`config.mk`:
```
export PLATFORM = sky130hd
export DESIGN_NAME = bmpg_ctrl
export DESIGN_NICKNAME = d
export VERILOG_FILES = /design/src/bmpg_pkg.sv /design/src/bmpg_ctrl.sv
export SDC_FILE = /design/constraint.sdc
export NUM_CORES = 1
export LEC_CHECK = 0
export CELL_PAD_IN_SITES_DETAIL_PLACEMENT = 0
export CELL_PAD_IN_SITES_GLOBAL_PLACEMENT = 1
export CORE_MARGIN = 2
export CORE_UTILIZATION = 43
export DETAILED_ROUTE_END_ITERATION = 12
export DONT_BUFFER_PORTS = 1
export GPL_TIMING_DRIVEN = 1
export PLACE_DENSITY = 0.77
export SLEW_MARGIN = 15
export SYNTH_ARGS = -nofsm -noshare
export SYNTH_HDL_FRONTEND = slang
export SYNTH_SLANG_ARGS = --single-unit
```
`constraint.sdc`:
```
create_clock -name aclk -period 2.06 [get_ports aclk]
set_input_delay 0.103 -clock aclk [delete_from_list [all_inputs] [get_ports aclk]]
set_output_delay 0.103 -clock aclk [all_outputs]
set_load 0.005 [all_outputs]
```
`src/bmpg_pkg.sv`:
```
// Shared types and constants of the boxcar motion profile generator.
package bmpg_pkg;

    // Item command codes.
    localparam logic [1:0] CMD_TICK  = 2'd0;
    localparam logic [1:0] CMD_LOAD  = 2'd1;
    localparam logic [1:0] CMD_START = 2'd2;

    // Configuration register indexes.
    localparam logic [1:0] CFG_SMOOTHING_TIME = 2'd0;
    localparam logic [1:0] CFG_UPDATE_DIVIDER = 2'd1;
    localparam logic [1:0] CFG_SPEED_DIVIDER  = 2'd2;

    // Configuration reset values.
    localparam logic [10:0] SMOOTHING_TIME_RST = 11'd1024;
    localparam logic [15:0] UPDATE_DIVIDER_RST = 16'd100;
    localparam logic [15:0] SPEED_DIVIDER_RST  = 16'd200;

    // Shared divider: dividend width, divisor magnitude width, counter width.
    localparam int DIV_W     = 48;
    localparam int DIVISOR_W = 32;
    localparam int DIV_CNT_W = 6;

    // Datapath operations issued by the controller.
    typedef enum logic [4:0] {
        OP_NONE,
        OP_CAPTURE,
        OP_EXEC,
        OP_LAT_INIT,
        OP_CLR_STEP,
        OP_LAT_PREP,
        OP_DIV_PER,
        OP_CAP_PER,
        OP_DIV_REP,
        OP_CAP_REP,
        OP_FEED_SEL,
        OP_FEED_TAKE,
        OP_FEED_CARRY,
        OP_RING_RD,
        OP_RING_UPD,
        OP_DIV_WIN,
        OP_CAP_WIN,
        OP_STOP_UPD,
        OP_POS_ADD,
        OP_DIV_POS,
        OP_CAP_POS,
        OP_LOAD_OUT
    } dp_op_t;

    typedef struct packed {
        dp_op_t op;
    } dp_cmd_t;

    typedef struct packed {
        logic div_busy;
        logic div_done;
        logic clr_last;
        logic tick_item;
        logic upd_due;
        logic latch_due;
        logic any_rep;
        logic seg_last;
    } dp_status_t;

endpackage

```
`src/bmpg_ctrl.sv`:
```
// Controller: sequences each request through the datapath and owns the handshakes.
module bmpg_ctrl (
    input  logic                 aclk,
    input  logic                 aresetn,
    input  logic                 s_valid,
    output logic                 s_ready,
    output logic                 m_valid,
    input  logic                 m_ready,
    input  bmpg_pkg::dp_status_t status,
    output bmpg_pkg::dp_cmd_t    cmd
);
    import bmpg_pkg::*;

    typedef enum logic [4:0] {
        S_BOOT_CLR,
        S_IDLE,
        S_EXEC,
        S_UPD,
        S_CLEAR,
        S_LPREP,
        S_LDIV1,
        S_LWAIT1,
        S_LDIV2,
        S_LWAIT2,
        S_FEED,
        S_FDIV,
        S_FWAIT,
        S_RRD,
        S_RUPD,
        S_WDIV,
        S_WWAIT,
        S_STOPU,
        S_POS_ADD,
        S_POS_DIV,
        S_POS_WAIT,
        S_OUT
    } state_t;

    state_t state_reg;
    state_t state_next;
    logic   m_valid_reg;
    logic   out_free;

    assign out_free = !m_valid_reg || m_ready;
    assign s_ready  = state_reg == S_IDLE;
    assign m_valid  = m_valid_reg;

    // Next state and datapath operation.
    always_comb begin
        state_next = state_reg;
        cmd.op     = OP_NONE;
        unique case (state_reg)
            S_BOOT_CLR: begin
                cmd.op = OP_CLR_STEP;
                if (status.clr_last) state_next = S_IDLE;
            end
            S_IDLE: begin
                if (s_valid) begin
                    cmd.op     = OP_CAPTURE;
                    state_next = S_EXEC;
                end
            end
            S_EXEC: begin
                cmd.op = OP_EXEC;
                if (status.tick_item && status.upd_due) begin
                    state_next = S_UPD;
                end else if (status.tick_item) begin
                    state_next = S_POS_ADD;
                end else begin
                    state_next = S_POS_DIV;
                end
            end
            S_UPD: begin
                if (status.latch_due) begin
                    cmd.op     = OP_LAT_INIT;
                    state_next = S_CLEAR;
                end else begin
                    state_next = S_FEED;
                end
            end
            S_CLEAR: begin
                cmd.op = OP_CLR_STEP;
                if (status.clr_last) state_next = S_LPREP;
            end
            S_LPREP: begin
                cmd.op     = OP_LAT_PREP;
                state_next = S_LDIV1;
            end
            S_LDIV1: begin
                cmd.op     = OP_DIV_PER;
                state_next = S_LWAIT1;
            end
            S_LWAIT1: begin
                if (status.div_done) begin
                    cmd.op     = OP_CAP_PER;
                    state_next = S_LDIV2;
                end
            end
            S_LDIV2: begin
                cmd.op     = OP_DIV_REP;
                state_next = S_LWAIT2;
            end
            S_LWAIT2: begin
                if (status.div_done) begin
                    cmd.op     = OP_CAP_REP;
                    state_next = status.seg_last ? S_FEED : S_LPREP;
                end
            end
            S_FEED: begin
                if (status.any_rep) begin
                    cmd.op     = OP_FEED_SEL;
                    state_next = S_FDIV;
                end else begin
                    cmd.op     = OP_FEED_CARRY;
                    state_next = S_RRD;
                end
            end
            S_FDIV: begin
                cmd.op     = OP_DIV_PER;
                state_next = S_FWAIT;
            end
            S_FWAIT: begin
                if (status.div_done) begin
                    cmd.op     = OP_FEED_TAKE;
                    state_next = S_RRD;
                end
            end
            S_RRD: begin
                cmd.op     = OP_RING_RD;
                state_next = S_RUPD;
            end
            S_RUPD: begin
                cmd.op     = OP_RING_UPD;
                state_next = S_WDIV;
            end
            S_WDIV: begin
                cmd.op     = OP_DIV_WIN;
                state_next = S_WWAIT;
            end
            S_WWAIT: begin
                if (status.div_done) begin
                    cmd.op     = OP_CAP_WIN;
                    state_next = S_STOPU;
                end
            end
            S_STOPU: begin
                cmd.op     = OP_STOP_UPD;
                state_next = S_POS_ADD;
            end
            S_POS_ADD: begin
                cmd.op     = OP_POS_ADD;
                state_next = S_POS_DIV;
            end
            S_POS_DIV: begin
                cmd.op     = OP_DIV_POS;
                state_next = S_POS_WAIT;
            end
            S_POS_WAIT: begin
                if (status.div_done) begin
                    cmd.op     = OP_CAP_POS;
                    state_next = S_OUT;
                end
            end
            S_OUT: begin
                if (out_free) begin
                    cmd.op     = OP_LOAD_OUT;
                    state_next = S_IDLE;
                end
            end
            default: begin
                state_next = S_IDLE;
            end
        endcase
    end

    // State and output valid flag.
    always_ff @(posedge aclk) begin
        if (!aresetn) begin
            state_reg   <= S_BOOT_CLR;
            m_valid_reg <= 1'b0;
        end else begin
            state_reg <= state_next;
            if (state_reg == S_OUT && out_free) begin
                m_valid_reg <= 1'b1;
            end else if (m_ready) begin
                m_valid_reg <= 1'b0;
            end
        end
    end

    a_wait_has_div: assert property (@(posedge aclk) disable iff (!aresetn)
        ((state_reg == S_FWAIT || state_reg == S_WWAIT || state_reg == S_POS_WAIT ||
          state_reg == S_LWAIT1 || state_reg == S_LWAIT2) && !status.div_done)
        |-> status.div_busy)
        else $error("waiting on a divider that is not running");

    a_out_loads: assert property (@(posedge aclk) disable iff (!aresetn)
        (state_reg == S_OUT && out_free) |=> (m_valid_reg && state_reg == S_IDLE))
        else $error("result not presented after completion");

endmodule
```
* Word level (Yosys, flattened, before mapping)
Cells that the tools add are included.
** Storage, ports and cells
- Bits in writable memories :: 0
- Memories :: 0
- Register bits after elaboration :: 6
- Input port bits :: 12
- Latch bits :: 0
- Bits in read-only memories :: 0
** Cells by class
- Multiplexer cells :: 27
- Multiply operators :: 0
- Shift operators :: 0
- Reduce and logical (&&, ||, !) cells :: 9
- Magnitude comparators :: 0
- Equality and inequality tests :: 30
- Add/subtract/negate cells :: 0
- Bitwise gates (word level) :: 0
- Divide/modulo/power cells :: 0
** Operators by type and width (number)
- case mux 5 bit (22 select lines) :: 1
- case mux 5 bit (20 select lines) :: 1
- two-way mux 5 bit :: 13
- == test 5 x 4 -> 1 bit (second input constant) :: 8
- == test 5 bit (second input constant) :: 6
- == test 5 x 3 -> 1 bit (second input constant) :: 4
- != test 2 bit (second input constant) :: 9
- two-way mux 4 bit :: 4
- == test 5 x 2 -> 1 bit (second input constant) :: 2
- two-way mux 3 bit :: 3
- AND reduction 9 bit :: 1
- == test 5 x 1 -> 1 bit (second input constant) :: 1
- logical NOT 5 bit :: 1
- two-way mux 1 bit :: 4
- OR reduction 2 bit :: 2
- logical AND 1 bit :: 2
- two-way mux 2 bit :: 1
- nonzero test 2 bit :: 1
- logical NOT 1 bit :: 1
- logical OR 1 bit :: 1

* Longest topological paths before layout
- Word-level depth :: 4
- Gate-level depth with buffers :: 7

* Worst setup path after synthesis
No wires, ideal clock.
- Kind :: reg-to-reg
- From :: register state_reg[0]
- To :: register state_reg[0]
- Setup time :: 0.149 ns
- Slack :: 0.447 ns
- Clock period less this slack :: 1.613 ns
- Cell stages (with the launch flop) :: 7
- Data required time :: 1.911 ns
- Buffers on the path :: 1
- Arrival :: 1.464 ns
- Cell sequence :: dfxtp_1 buf_6 or2_4 or4_4 and3_4 nand3_1 a221oi_2
** Between the ends
- Cells in the longest elaborated chain, start to end :: 3
** RTL lines
- from (decl) :: line bmpg_ctrl.sv:39 : state_t state_reg;
- from (signal assigned) :: line bmpg_ctrl.sv:182 : state_reg <= state_next;
- == test 5 bit (tied with other cells) :: line bmpg_ctrl.sv:52 : unique case (state_reg)
- != test 2 bit (no line)
- AND reduction 9 bit (no line)
Several ways; a longest one is shown, not always the timed one.
A chain may end at the register's enable or synchronous reset.

==> metrics.cfg <==
[routing]
ant_nets=0
dr.pass1.iters=4
drc=0
m1WireLength_mm=1.11
wl_mm=2.53
met2WireLength_mm=1.25
viasPerCell=6.19
routedWlPerCell_um=15.8
drt_iter0_drc=39
vias=991
wl_met3_um=146
highest_layer=met4

[power_and_ir_drop]
ir_worst_vdd_uv=823
cellPowerDensity_nw_per_um2=1300
leakagePower_nw=0.350
p_total_mw=1.23

[final_layout]
largest_register_ffs=5
utilization=0.488
area_delta_synth_final_pct=8.60
diodes=0
layout-drive-gt1-share=0.173
nFillCells=214
layout.nets=147

[sta]
slew_violations=0
finalSetupViolCount=0
fmax_mhz=533
finClkSkew_ns=0.00203
fin_crit_sh=0.910
worst_pin_slew_ns=0.620
period_minus_slack_ns=1.88
final_hold_viol_count=0
rsz0062_at_grt=false
finalSetupTns_ns=0
slew_headroom=0.581

[clock_network]
cts_tree=yes
cts_root_buf=clkbuf_4
cts.sinks=6
htreeDepth=1
cts.clk_slew.worst_paths_ns=0.05
numCtsBuffers=3
clk_path_buf_depth=2
cts_hold_buf=0
clk_latency_ns=0.25

[synthesis]
synth_edf_count=0
synth_ff_type=dfxtp_1
ys_seq_area_frac=0.138
syn_area_per_cell_um2=6.67
synth_seq_cells=6
yosysUniqueCellTypes=44
yosys_warnings=0
syn-instance-count=131
netlist_area_um2=873
synthArstFlopShare=0
syn_nets=143

[setup_path]
critPathRequiredTime_ns=1.96
path_max_fanout=14
crit_type=reg -> out
crit_arrival_ns=1.77
cp-start-kind=register
crit_path_end_kind=primary output

[floorplan]
die-area_um2=2410
core.rowCount=16
die_h_um=49.1
initial_core_util=0.450
pin_count=19
core-area_um2=1940
fp.dieW_um=49.1

[placed_design]
gp_congestion=0.861
hpwlAfterDp_mm=1.93
portBuffers=0

[status]
outcome=complete, no violations

[global_route]
grt_overflow_total=0
grt_max_degree=16
grt_pass1_wl_mm=4.18
grt_pass1_vias=920
antenna_found_initial=0
track_usage=0.217

[min_path]
holdCritPathClass=in -> reg

[flow_run]
cap_violations=0

[report_power, final]
group	total, mW	internal [mW]	switching, mW
combinational	0.870	0.377	0.493
clock	0.112	0.0661	0.0457
sequential	0.252	0.152	0.0996
[synth_stat cells (3+ instances only)]
cell type | count | share of area
a31oi_1 | 3 | 0.021
nand2_1 | 11 | 0.047
o21ai_0 | 16 | 0.092
dfxtp_1 | 6 | 0.14
nor2b_1 | 11 | 0.079
nor2_1 | 12 | 0.052
a21oi_1 | 13 | 0.074
nand4_1 | 3 | 0.021
inv_1 | 5 | 0.021
buf_2 | 7 | 0.040
[worst paths after layout]
kind / startpoint / endpoint / slack (ns) / cells past startpoint
max: state_reg[2] / cmd[2] / 0.18 / 6
min: aresetn / m_valid / 0.09 / 2
max reg2reg: state_reg[0] / state_reg[2] / 0.23 / 6
min reg2reg: state_reg[4] / state_reg[4] / 0.63 / 2
[logic make-up after synthesis]
family          count (synthesis)  synth area share
simple gates                   57             0.380
compound gates                 49             0.370
buf+inv                        17            0.0917
flops                           6             0.138
xor+xnor                        1            0.0100
mux                             1            0.0115
[layer usage]
metal	up-vias	GRT usage
met3	2	0.0399
met4	0	0.0619
met1	457	0.278
li1	500	-
met2	32	0.367
met5	-	0
[cells in the final DEF (no fill, tap or decap), types with 2 or more instances in the layout]
cell type  instances
a211oi_1           2
a21oi_1           13
a221oi_2           2
a22oi_1            2
a31oi_1            3
and3b_1            2
buf_4             10
clkbuf_4           3
dfxtp_1            5
inv_1              5
nand2_1           11
nand2b_1           2
nand3_1            2
nand4_1            3
nor2_1            12
nor2b_1           11
nor3_1             2
o211ai_1           2
o21ai_0           16
o32ai_1            2
[through the flow]
step / hold WS, ns / instances / setup WS (ns) / cell area (um^2)
floorplan: 0.304 / 131 / 0.447 / 873
global placement: 0.343 / 157 / 0.246 / 925
detailed placement: 0.348 / 157 / 0.189 / 925
CTS: 0.0907 / 160 / 0.160 / 947
global route: 0.125 / 160 / 0.0699 / 948
finish: 0.0923 / 160 / 0.185 / 948
[worst max-delay path, cell delays in order (launching register included)]
cell     delay (ns)
dfxtp_1        0.50
buf_4          0.26
inv_1          0.14
a21o_1         0.18
a21oi_1        0.18
a21oi_1        0.09
o32ai_1        0.17
[final cells by class]
class	count	area, um^2	area share
inverters	6	22.5	0.0237
clock buffers	3	22.5	0.0237
multi-input cells	108	673	0.710
well taps	27	33.8	0.0356
flip-flops and latches	6	121	0.128
repair buffers	10	75.1	0.0792
[what timing repair did]
action                                  in CTS  in global routing
gates resized for setup                      0                  1
endpoints found under the setup margin       0                  2
setup buffers                                0                  0
Note: power is estimated with default switching activity, not from simulation.
